## config.mk

```make
export PLATFORM = sky130hd
export DESIGN_NAME = lit_div
export DESIGN_NICKNAME = d
export VERILOG_FILES = /design/src/design/lit_pkg.sv /design/src/design/lit_div.sv
export SDC_FILE = /design/constraint.sdc
export NUM_CORES = 1
export LEC_CHECK = 0
export ABC_AREA = 0
export BUFFER_PORTS_ARGS = -buffer_cell sky130_fd_sc_hd__buf_2
export CAP_MARGIN = 15
export CORE_UTILIZATION = 49
export CTS_CLUSTER_SIZE = 28
export DETAILED_ROUTE_END_ITERATION = 12
export PLACE_DENSITY = 0.74
export SLEW_MARGIN = 20
export SYNTH_ARGS = -nofsm -noshare
export SYNTH_HDL_FRONTEND = slang
export SYNTH_SLANG_ARGS = --single-unit
```

## constraint.sdc

```tcl
create_clock -name clk -period 3.1 [get_ports clk]
set_input_delay 0 -clock clk [delete_from_list [all_inputs] [get_ports clk]]
set_output_delay 0 -clock clk [all_outputs]
set_load 0.02 [all_outputs]
```

## src/design/lit_pkg.sv

```systemverilog
// Shared types and constants for the linear interpolation table.
// Used by lit_div and linear_interpolation_table; depends on nothing else.
`timescale 1ns / 1ps

package lit_pkg;

  localparam int DATA_W     = 32;   // Q16.16 sample width
  localparam int IDX_W      = 8;    // load index field width
  localparam int PU_W       = 9;    // points_used register width
  localparam int MIN_POINTS = 2;    // smallest usable grid
  localparam int PROD_W     = 2 * DATA_W;

  localparam int S_TDATA_W  = IDX_W + 3 * DATA_W;  // 104, already whole bytes
  localparam int S_TUSER_W  = 1;
  localparam int M_TDATA_W  = DATA_W;
  localparam int M_TUSER_W  = 2;

  localparam logic CMD_LOAD  = 1'b0;
  localparam logic CMD_QUERY = 1'b1;

  typedef enum logic [3:0] {
    ST_IDLE,
    ST_FIRST,
    ST_LAST,
    ST_PROBE,
    ST_STEP,
    ST_HIT,
    ST_PREV,
    ST_MUL0,
    ST_MUL1,
    ST_MUL2,
    ST_DIV_START,
    ST_DIV,
    ST_OUT
  } state_t;

endpackage

```

## src/design/lit_div.sv

```systemverilog
// Restoring unsigned divider, one quotient bit per cycle.
// Depends on lit_pkg. The caller guarantees the quotient fits in DATA_W bits.
`timescale 1ns / 1ps

module lit_div (
  input  logic                          clk,
  input  logic                          rst,
  input  logic                          start,
  input  logic [lit_pkg::PROD_W-1:0]    dividend,
  input  logic [lit_pkg::DATA_W-1:0]    divisor,
  output logic                          done,
  output logic [lit_pkg::DATA_W-1:0]    quotient
);
  import lit_pkg::*;

  localparam int CNT_W = $clog2(DATA_W);

  logic [DATA_W-1:0] rem;
  logic [DATA_W-1:0] quo;
  logic [CNT_W-1:0]  cnt;
  logic              busy;
  logic [DATA_W:0]   shifted;
  logic [DATA_W:0]   diff;
  logic              fits;

  // Bring in the next dividend bit and try one subtraction.
  assign shifted = {rem, quo[DATA_W-1]};
  assign diff    = shifted - {1'b0, divisor};
  assign fits    = shifted >= {1'b0, divisor};

  always_ff @(posedge clk) begin
    if (rst) begin
      busy <= 1'b0;
      done <= 1'b0;
      cnt  <= '0;
    end else begin
      done <= 1'b0;
      if (start) begin
        busy <= 1'b1;
        cnt  <= '0;
      end else if (busy) begin
        cnt <= cnt + CNT_W'(1);
        if (cnt == CNT_W'(DATA_W - 1)) begin
          busy <= 1'b0;
          done <= 1'b1;
        end
      end
    end
  end

  always_ff @(posedge clk) begin
    if (start) begin
      rem <= dividend[PROD_W-1:DATA_W];
      quo <= dividend[DATA_W-1:0];
    end else if (busy) begin
      rem <= fits ? diff[DATA_W-1:0] : shifted[DATA_W-1:0];
      quo <= {quo[DATA_W-2:0], fits};
    end
  end

  assign quotient = quo;

endmodule

```

; ---- Word level (Yosys, flattened, before mapping)
; Index checks and enable logic that the tools add are counted.
; W data, S select, Z words.
[totals]
regBits = 71
input_bits = 99
out_inout_bits = 33
elab_cells = 22
[classes]
add_sub_neg = 2
n_lt_le_gt_ge = 1
n_eq_ne = 1
n_mux = 9
n_bitwise = 1
n_reduce_logical = 3
[op_table]
columns = cell, n
row1 = $mux W32, 5
row2 = $ge A33 B32 Y1, 1
row3 = $sub A32 B32 Y32, 1
row4 = $add A5 B1 Y5 const B, 1
row5 = $eq A5 B5 Y1 const B, 1
row6 = $mux W1, 4
row7 = $reduce_or A3 Y1, 1
row8 = $reduce_bool A2 Y1, 1
row9 = $reduce_or A2 Y1, 1
row10 = $not A1 Y1, 1

; ---- Logic depth before layout (Yosys ltp)
; Gate-level depths: netlist (run 1).
[depth]
ltp_word = 4
ltp_mapped = 13
depth_no_buf = 12

; ---- Least setup slack after synthesis (run 1)
; Ideal clock, no wire load.
[synth_path]
kind = register to register
from = register quo[31], in the netlist quotient[31]
to = register rem[22], data pin
setup_ns = 0.273
arrival_ns = 2.915
required_time_ns = 2.827
setup_slack_ns = -0.088
path_stages_with_launch = 13
n_path_buf = 0
period_less_slack_ns = 3.188
cell_sequence = edfxtp_1 -> inv_1 -> ha_1 -> inv_1 -> fa_1 -> a21o_1 -> a311o_1 -> a211o_1 -> nand4_1 -> and2_1 -> o21ai_0 -> a2111oi_0 -> a211oi_1
[synth_between]
elab_chain_cells = 4
[synth_rtl]
columns = element, line
row1 = from (decl), lit_div.sv:19  ; logic [DATA_W-1:0] quo;
row2 = from (signal assigned), lit_div.sv:54  ; quo <= dividend[DATA_W-1:0];
row3 = from (signal assigned), lit_div.sv:57  ; quo <= {quo[DATA_W-2:0], fits};
row4 = $sub A32 B32 Y32 / $ge A33 B32 Y1 (equally long branches), "lit_div.sv:28, lit_div.sv:29"
row5 = $mux W32 (*), lit_div.sv:56  ; rem <= fits ? diff[DATA_W-1:0] : shifted[DATA_W-1:0];
row6 = $mux W32 (*), lit_div.sv:55  ; end else if (busy) begin
row7 = $mux W32 (*), lit_div.sv:52  ; if (start) begin
row8 = to (signal assigned), lit_div.sv:53  ; rem <= dividend[PROD_W-1:DATA_W];
row9 = to (signal assigned), lit_div.sv:56
row10 = to (decl), lit_div.sv:18  ; logic [DATA_W-1:0] rem;
; Mark *: on every way between the ends. The rest lies on a longest branch, timed or not. The select of a mux whose other input is x is not followed.
; A chain may end at the register's enable or synchronous reset.

; ---- Final worst setup path (run 1)
; Same ends and word-level chain as after synthesis.

==> flow_metrics.env, run 1 <==
export IMPL_pre_cts_ws_ns=-0.0452
export IMPL_path_max_fanout=4
export IMPL_synth_most_common_cell="edfxtp_1"
export IMPL_critPathTopFamily="compound AO/OA/AOI/OAI gates"
export IMPL_synth_common_cells="edfxtp_1 (64), nand2_1 (55), a21oi_1 (42), nor2_1 (42), inv_1 (40)"
export IMPL_rsz0062_at_grt="yes"
export IMPL_first_global_vias=5048
export IMPL_combPwrFrac=0.451
export IMPL_slew_headroom=0.581
export IMPL_insertion_delay_ns=0.37
export IMPL_tightest_slew_ns=0.629
export IMPL_vias=4899
export IMPL_cts_buffers=9
export IMPL_wirelength_microns=14600
export IMPL_grtUsageMet1=0.318
export IMPL_cpPeakStageDelay_ns=0.41
export IMPL_post_route_util=0.678
export IMPL_drv_cap=0
export IMPL_power_density_mw_per_mm2=598
export IMPL_leakage_nw=3.12
export IMPL_yosys_top_cells_area="edfxtp_1 (37%), ha_1 (8.2%), mux2_2 (7.2%)"
export IMPL_synth_avg_cell_area_sq_um=9.51
export IMPL_initial_core_util=0.503
export IMPL_cp_slowest_cell="edfxtp_1"
export IMPL_grt_antenna_before_repair=0
export IMPL_hold_viol=0
export IMPL_hold_end="rem[6]$_DFFE_PP_"
export IMPL_die_x_microns=105
export IMPL_diodes=0
export IMPL_power_frac_clock=0.227
export IMPL_core_sq_mm=0.0103
export IMPL_drive_gt1_frac=0.298
export IMPL_critPathRequiredTime_ns=3.22
export IMPL_yosysSeqAreaShare=0.399
export IMPL_slew_violations=0
export IMPL_synth_warnings=0
export IMPL_cts_htree_levels=3
export IMPL_synth_edff_count=64
export IMPL_cts_root_buf="clkbuf_8"
export IMPL_holdWs_ns=0.00609
export IMPL_place_hpwl_microns=9900
export IMPL_cts_path_max_buffers=2
export IMPL_remaining_drc_errors=0
export IMPL_use_met3=0.0742
export IMPL_crit_path_start_kind="flip-flop"
export IMPL_finalCriticalPeriod_ns=2.99
export IMPL_endpoint_kind="flip-flop"
export IMPL_wire_per_inst_microns=16.5
export IMPL_design_die_area_sq_mm=0.0110
export IMPL_holdPathStages=3
export IMPL_critPathKind="reg2reg"
export IMPL_cts_sinks=71
export IMPL_grt_util_met2=0.501
export IMPL_report_final_setup_viol=0
export IMPL_skew_ns=0.0122
export IMPL_p_sw_frac=0.362
export IMPL_regToRegSetupSlack_ns=0.11
export IMPL_reg2reg_from="quotient[31]$_DFFE_PP_"
export IMPL_detail_route_first_pass_iterations=5
export IMPL_ir_worst_vdd_uv=317
export IMPL_critPathArrivalTime_ns=3.11
export IMPL_worstPathCellList="inv_2 > ha_1 > inv_1 > fa_2 > a21o_1 > a311o_1 > a211o_1 > nand4_1 > and2_4 > o21ai_1 > a2111oi_2 > a211oi_1"
export IMPL_clk_pin_slew_ns=0.09
export IMPL_cts_tree="done"
export IMPL_die_h_microns=105
export IMPL_synth_area_sq_mm=0.00517
export IMPL_yosysTopAreaCellShare=0.372
export IMPL_synth_top_cell_by_area="edfxtp_1"
export IMPL_area_growth_pct=34.7
export IMPL_seqPwrFrac=0.322
export IMPL_synth_ff_type="edfxtp_1"
export IMPL_ys_types=65
export IMPL_drtAntennaViolNets=0
export IMPL_synth_nets=678
export IMPL_track_usage=0.274
export IMPL_synth_async_reset_ratio=0
export IMPL_r2r_end="rem[22]$_DFFE_PP_"
export IMPL_finalWorstSetupSlack_ns=0.108
export IMPL_fmax_mhz=334
export IMPL_reg2regPathDepth=12
export IMPL_critPathBufInv=2
export IMPL_status="complete, no violations"
export IMPL_finalNetCount=881
export IMPL_avgViaCountPerCell=5.52
export IMPL_gp_congestion=0.905
export IMPL_worstHoldStart="dividend[38]"
export IMPL_ioPinCount=132
export IMPL_grt_busiest_layer="met2"
export IMPL_final_period_utilization=0.965
export IMPL_p_int_mw=2.66
export IMPL_first_iter_violations=307
export IMPL_ys_seq_elements=71
export IMPL_synthCells=544
export IMPL_grt_first_pass_wirelength_microns=23800
export IMPL_hold_class="in2reg"
export IMPL_switchingPower_mw=1.51
export IMPL_portBuffers=131
export IMPL_rows=37
export IMPL_grt_max_degree=45
export IMPL_grt_overflow=0
-- power groups by stage --
stage / clock [mW] / combinational, mW / sequential [mW]
after floorplan: 0 / 1.24 / 1.39
after global placement: 0 / 1.74 / 1.35
after detailed placement: 0 / 1.78 / 1.36
after CTS: 0.948 / 1.85 / 1.34
after global routing: 0.995 / 2.06 / 1.36
final: 0.946 / 1.88 / 1.34
-- final cells by class --
cell class | count | area, sq um
inverter | 40 | 150
timing repair buffer | 217 | 1490
multi-input combinational | 408 | 2850
clock inverter | 6 | 116
tap | 136 | 170
clock buffer | 10 | 128
fill | 840 | 3310
sequential | 71 | 2060
-- repair_timing --
item,4_1_cts,5_1_grt
hold buffers,57,0
endpoints found under the setup margin,1,19
cloned,0,0
pin swaps,1,3
gates resized for setup,1,5
setup buffers,0,0
endpoints found under the hold margin,63,0
-- through the flow --
stage                     area (sq um)  std cells  total power, mW  setup TNS [ns]
after global placement            6140        815             3.09               0
after CTS                         6960        888             4.13               0
final                             6970        888             4.17               0
after floorplan                   5180        544             2.63               0
after detailed placement          6140        815             3.13         -0.0452
after global routing              6970        888             4.42         -0.0283
-- layer usage --
| metal | routed length (microns) | up-vias |
|---|---|---|
| met5 | 0 | - |
| met1 | 6160 | 2298 |
| met2 | 7360 | 178 |
| met3 | 953 | 18 |
| li1 | - | 2405 |
| met4 | 145 | 0 |
-- worst min-delay path: cells and delay by family --
family,cells,cell delay (ns)
simple gates,1,0.03
buf+inv,1,0.07
compound gates,1,0.14
-- sequential cells by signal (all words and copies together), names as in the netlist --
signal and count:
cnt 5, done 1, busy 1, rem 32, quotient 32
-- cells by family after synthesis --
group | after synthesis | share of synthesized area
AND/OR/NAND/NOR | 163 | 0.148
flip-flops | 71 | 0.399
adder cells (fa/ha/maj) | 35 | 0.0861
buffers and inverters | 65 | 0.0542
AO/OA/AOI/OAI | 149 | 0.192
XOR/XNOR | 21 | 0.0356
multiplexers | 40 | 0.0854
-- placed cells by master, fill, tap and decap left out, types with 9 or more instances in the layout --
cell | netlist | final
clkbuf_8 | 0 | 9
o21ai_0 | 12 | 11
dlygate4sd3_1 | 0 | 57
inv_1 | 40 | 39
o21ai_1 | 9 | 10
a21oi_1 | 42 | 42
a31oi_1 | 18 | 18
buf_4 | 1 | 25
nand2_1 | 55 | 55
xnor2_1 | 16 | 16
nand4_1 | 9 | 9
mux2_2 | 33 | 33
buf_2 | 2 | 131
ha_1 | 34 | 34
a21o_1 | 19 | 19
nor2_1 | 42 | 42
nand3_1 | 14 | 14
edfxtp_1 | 64 | 64
-- worst max-delay path by stage --
| stage | start | end | slack, ns | cells after the start |
|---|---|---|---|---|
| 2_1_floorplan | quotient[31]$_DFFE_PP_ | rem[22]$_DFFE_PP_ | 0.02 | 12 |
| 3_3_place_gp | quotient[31]$_DFFE_PP_ | rem[22]$_DFFE_PP_ | 0.05 | 12 |
| 3_5_place_dp | quotient[31]$_DFFE_PP_ | rem[22]$_DFFE_PP_ | -0.05 | 12 |
| 4_1_cts | quotient[31]$_DFFE_PP_ | rem[22]$_DFFE_PP_ | 0.0009 | 12 |
| 5_1_grt | rem[17]$_DFFE_PP_ | rem[22]$_DFFE_PP_ | -0.02 | 10 |
| 6_report | quotient[31]$_DFFE_PP_ | rem[22]$_DFFE_PP_ | 0.11 | 12 |
Note: power is estimated with default switching activity, not from simulation.
==> run 2, diff against run 1 <==
RECOVER_POWER = 25   (was unset)
==> flow_metrics.env, run 2 (synthesis results as in run 1) <==
export IMPL_status="finished, violations left"
export IMPL_violations="max-capacitance violations, max-slew violations"
export IMPL_hold_viol=0
export IMPL_cts_path_max_buffers=2
export IMPL_drive_gt1_frac=0.253
export IMPL_core_sq_mm=0.0103
export IMPL_remaining_drc_errors=0
export IMPL_final_period_utilization=0.961
export IMPL_slew_headroom=-0.525
export IMPL_drtAntennaViolNets=0
export IMPL_hold_class="in2reg"
export IMPL_endpoint_kind="flip-flop"
export IMPL_critPathRequiredTime_ns=3.22
export IMPL_die_h_microns=105
export IMPL_worstPathCellList="inv_2 > ha_1 > inv_1 > fa_2 > a21o_1 > a311o_1 > a211o_1 > nand4_1 > and2_4 > o21ai_1 > a2111oi_2 > a211oi_1"
export IMPL_final_area_sq_mm=0.00692
export IMPL_place_hpwl_microns=9900
export IMPL_post_route_util=0.674
export IMPL_place_area_sq_mm=0.00614
export IMPL_slew_violations=45
export IMPL_area_growth_pct=33.9
export IMPL_wire_per_inst_microns=16.4
export IMPL_detail_route_first_pass_iterations=5
export IMPL_hold_end="rem[6]$_DFFE_PP_"
export IMPL_path_max_fanout=4
export IMPL_n_fill_cell=865
export IMPL_diodes=0
export IMPL_gp_congestion=0.905
export IMPL_totalPowerFinal_mw=4.16
export IMPL_portBuffers=131
export IMPL_cts_tree="done"
export IMPL_critPathKind="reg2reg"
export IMPL_p_int_mw=2.65
export IMPL_seqPwrFrac=0.323
export IMPL_ir_worst_vdd_uv=318
export IMPL_finalNetCount=881
export IMPL_track_usage=0.274
export IMPL_report_final_setup_viol=0
export IMPL_cpPeakStageDelay_ns=0.41
export IMPL_initial_core_util=0.503
export IMPL_grt_max_degree=45
export IMPL_first_global_vias=5048
export IMPL_multiInputGateArea_sq_mm=0.00285
export IMPL_seq_area_sq_mm=0.00206
export IMPL_finalCriticalPeriod_ns=2.98
export IMPL_final_common_cell="buf_2"
export IMPL_tns_ns=0
export IMPL_grt_first_pass_wirelength_microns=23800
export IMPL_final_cell_mix="buf_2 (98), edfxtp_1 (64), dlygate4sd3_1 (57)"
export IMPL_reg2regPathDepth=12
export IMPL_critPathArrivalTime_ns=3.10
export IMPL_rsz0062_at_grt="yes"
export IMPL_wirelength_microns=14600
export IMPL_holdWs_ns=0.00617
export IMPL_post_cts_buffers=0
export IMPL_cts_buffers=9
export IMPL_first_iter_violations=270
export IMPL_drv_cap=1
export IMPL_clk_pin_slew_ns=0.09
export IMPL_power_density_mw_per_mm2=601
export IMPL_cts_htree_levels=3
export IMPL_grt_overflow=0
export IMPL_crit_path_start_kind="flip-flop"
export IMPL_combPwrFrac=0.449
export IMPL_worstHoldStart="dividend[38]"
export IMPL_cts_sinks=71
export IMPL_power_frac_clock=0.227
export IMPL_insertion_delay_ns=0.37
export IMPL_leakage_nw=3.02
export IMPL_p_sw_frac=0.363
export IMPL_rows=37
export IMPL_design_die_area_sq_mm=0.0110
export IMPL_ioPinCount=132
export IMPL_switchingPower_mw=1.51
export IMPL_cp_slowest_cell="edfxtp_1"
export IMPL_die_x_microns=105
export IMPL_avgViaCountPerCell=5.54
export IMPL_cts_root_buf="clkbuf_8"
export IMPL_grt_antenna_before_repair=0
export IMPL_holdPathStages=3
export IMPL_skew_ns=0.0139
export IMPL_reg2reg_from="quotient[31]$_DFFE_PP_"
export IMPL_fmax_mhz=336
export IMPL_tightest_slew_ns=2.29
export IMPL_vias=4921
export IMPL_regToRegSetupSlack_ns=0.12
export IMPL_r2r_end="rem[22]$_DFFE_PP_"
==> run 2: timing repair <==
action | CTS | global route
hold buffers | 57 | 0
endpoints found under the hold margin | 63 | 0
resized for setup | 1 | 5
gates cloned | 0 | 0
endpoints found under the setup margin | 1 | 19
pin swaps | 1 | 3
==> run 2: critical path, delay by kind of cell (launching register included) <==
kind            cells  cell delay (ns)
compound gates      6             1.36
fa+ha+maj           2             0.48
flops               1             0.41
simple gates        2             0.34
buf+inv             2             0.12
==> run 2: per-layer routing <==
| metal | routed length, microns | GRT usage |
|---|---|---|
| met1 | 6110 | 0.318 |
| met2 | 7390 | 0.501 |
| met3 | 973 | 0.0742 |
| met4 | 136 | 0.0573 |
| met5 | 0 | 0 |
==> run 2: worst max-delay path by stage <==
stage	start	to	slack (ns)	cells after the start
after detailed placement	quotient[31]$_DFFE_PP_	rem[22]$_DFFE_PP_	-0.05	12
after global placement	quotient[31]$_DFFE_PP_	rem[22]$_DFFE_PP_	0.05	12
after global routing	rem[17]$_DFFE_PP_	rem[22]$_DFFE_PP_	-0.02	10
final	quotient[31]$_DFFE_PP_	rem[22]$_DFFE_PP_	0.12	12
after floorplan	quotient[31]$_DFFE_PP_	rem[22]$_DFFE_PP_	0.02	12
after CTS	quotient[31]$_DFFE_PP_	rem[22]$_DFFE_PP_	0.0009	12
==> run 2: area by class of cell <==
cell class                      instances  area share
Sequential cell                        71       0.298
Multi-Input combinational cell        408       0.411
Clock inverter                          6      0.0168
Inverter                               40      0.0217
Tap cell                              136      0.0246
Clock buffer                           10      0.0184
Timing Repair Buffer                  217       0.209
==> run 2: power by group through the flow <==
stage,Combinational [mW],Sequential [mW],Clock [mW]
2_1_floorplan,1.24,1.39,0
3_3_place_gp,1.74,1.35,0
3_5_place_dp,1.78,1.36,0
4_1_cts,1.85,1.34,0.948
5_1_grt,2.05,1.36,0.995
6_report,1.87,1.34,0.946
==> run 2: per-stage QoR <==
step           setup WS [ns]  instances
2_1_floorplan         0.0220        544
3_3_place_gp          0.0506        815
3_5_place_dp         -0.0452        815
4_1_cts             0.000945        888
5_1_grt              -0.0219        888
6_report               0.120        888
==> run 3, diff against run 2 <==
CORE_UTILIZATION = 58   (was 49)
CTS_CLUSTER_SIZE = unset   (was 28)
PLACE_DENSITY = 0.82   (was 0.74)
clock period = 3.68 ns   (was 3.1 ns; I/O delays follow)
==> flow_metrics.env, run 3 (synthesis results as in run 1) <==
export IMPL_status="finished, violations left"
export IMPL_violations="max-capacitance violations, max-slew violations"
export IMPL_finalNetCount=852
export IMPL_cpPeakStageDelay_ns=0.42
export IMPL_critPathKind="reg2reg"
export IMPL_grt_first_pass_wirelength_microns=23600
export IMPL_cts_root_buf="clkbuf_8"
export IMPL_met1_length_microns=6150
export IMPL_core_sq_mm=0.00868
export IMPL_ioPinCount=132
export IMPL_met2RoutedLength_microns=7470
export IMPL_rsz0062_at_grt="no"
export IMPL_design_die_area_sq_mm=0.00930
export IMPL_wirelength_microns=15200
export IMPL_slew_violations=34
export IMPL_routed_wl_met3_microns=1120
export IMPL_hold_viol=0
export IMPL_critPathRequiredTime_ns=3.76
export IMPL_die_x_microns=96.4
export IMPL_fmax_mhz=297
export IMPL_first_iter_violations=332
export IMPL_vias=5032
export IMPL_path_max_fanout=5
export IMPL_post_route_util=0.758
export IMPL_cp_slowest_cell="a2111oi_0"
export IMPL_skew_ns=0.0138
export IMPL_worstPathCellList="inv_1 > ha_1 > inv_1 > fa_1 > a21o_1 > a311o_1 > a211o_1 > nand4_1 > and2_1 > o21ai_0 > a2111oi_0 > a211oi_1"
export IMPL_remaining_drc_errors=0
export IMPL_grt_overflow=0
export IMPL_tightest_slew_ns=1.81
export IMPL_drive_gt1_frac=0.248
export IMPL_critPathArrivalTime_ns=3.44
export IMPL_wire_per_inst_microns=18.3
export IMPL_critPathTopFamily="compound AO/OA/AOI/OAI gates"
export IMPL_grt_antenna_before_repair=0
export IMPL_ir_worst_vdd_uv=302
export IMPL_gp_congestion=0.851
export IMPL_cts_tree="done"
export IMPL_hold_class="in2reg"
export IMPL_final_period_utilization=0.913
export IMPL_portBuffers=131
export IMPL_finalCriticalPeriod_ns=3.36
export IMPL_clk_pin_slew_ns=0.08
export IMPL_avgViaCountPerCell=6.06
export IMPL_power_density_mw_per_mm2=506
export IMPL_crit_path_start_kind="flip-flop"
export IMPL_cts_path_max_buffers=2
export IMPL_report_final_setup_viol=0
export IMPL_diodes=0
export IMPL_cts_sinks=71
export IMPL_tns_ns=0
export IMPL_cts_htree_levels=3
export IMPL_die_h_microns=96.4
export IMPL_grt_max_degree=35
export IMPL_drv_cap=1
export IMPL_initial_core_util=0.596
export IMPL_first_global_vias=4968
export IMPL_critPathBufInv=2
export IMPL_place_hpwl_microns=9570
export IMPL_detail_route_first_pass_iterations=5
export IMPL_drtAntennaViolNets=0
export IMPL_top_layer="met4"
export IMPL_cts_buffers=9
export IMPL_slew_headroom=-0.208
export IMPL_rows=34
export IMPL_endpoint_kind="flip-flop"
export IMPL_insertion_delay_ns=0.35
export IMPL_leakage_nw=2.90
export IMPL_final_cell_mix="buf_2 (112), edfxtp_1 (64), nand2_1 (55)"
export IMPL_crit_top_cell="inv_1"
export IMPL_final_common_cell="buf_2"
export IMPL_track_usage=0.338
export IMPL_area_growth_pct=27.2
## run 3: cell count changes in the layout (fill, tap and decap cells not counted), sizes merged
cell and change:
buf -4, bufinv -3, clkinv +1, dlygate4sd3 -10, clkbuf -11, inv -2
## run 3: final timing paths
| check | startpoint | endpoint | slack, ns | depth (start not counted) |
|---|---|---|---|---|
| setup / recovery | quotient[31]$_DFFE_PP_ | rem[22]$_DFFE_PP_ | 0.32 | 12 |
| hold / removal | dividend[52] | rem[20]$_DFFE_PP_ | 0.009 | 2 |
| setup reg to reg | quotient[31]$_DFFE_PP_ | rem[22]$_DFFE_PP_ | 0.32 | 12 |
| hold reg to reg | cnt[4]$_SDFFE_PP0P_ | cnt[4]$_SDFFE_PP0P_ | 0.54 | 2 |
## run 3: timing repair
item,in CTS,in global routing
endpoints found under the hold margin,49,0
gates resized for setup,0,0
hold buffers,47,0
setup buffers,0,0
## run 3: power by group
part,internal [mW],switching [mW]
clock,0.372,0.338
combinational,0.635,0.843
sequential,1.05,0.0856
total,2.06,1.27
## run 3: cell type report
| cell class | count | area, sq um |
|---|---|---|
| multi-input combinational | 408 | 2830 |
| clock inverter | 2 | 17.5 |
| fill | 608 | 2100 |
| inverter | 40 | 150 |
| tap | 108 | 135 |
| clock buffer | 14 | 206 |
| sequential | 71 | 2060 |
| timing repair buffer | 188 | 1180 |
## run 3: worst reg2reg max path: stages, from the launching register on
cell       delay [ns]
edfxtp_1         0.38
inv_1            0.09
ha_1             0.16
inv_1            0.06
fa_1             0.41
a21o_1           0.23
a311o_1          0.39
a211o_1          0.34
nand4_1          0.21
and2_1           0.20
o21ai_0          0.12
a2111oi_0        0.42
a211oi_1         0.09
## run 3: stage by stage
stage	instance area (sq um)	hold slack (ns)	instances	power, mW	setup WS [ns]
3_3_place_gp	5910	0.169	768	2.50	0.450
2_1_floorplan	5170	0.0691	544	2.21	0.492
6_report	6580	0.00868	831	3.33	0.318
5_1_grt	6580	0.0209	831	3.51	0.135
3_5_place_dp	5910	0.184	768	2.54	0.361
4_1_cts	6600	0.000512	831	3.28	0.348
## run 3: per-layer routing
| layer | up-vias | GRT usage |
|---|---|---|
| met2 | 272 | 0.591 |
| met4 | 0 | 0.154 |
| met3 | 51 | 0.0673 |
| met5 | - | 0 |
| met1 | 2355 | 0.400 |
| li1 | 2354 | - |
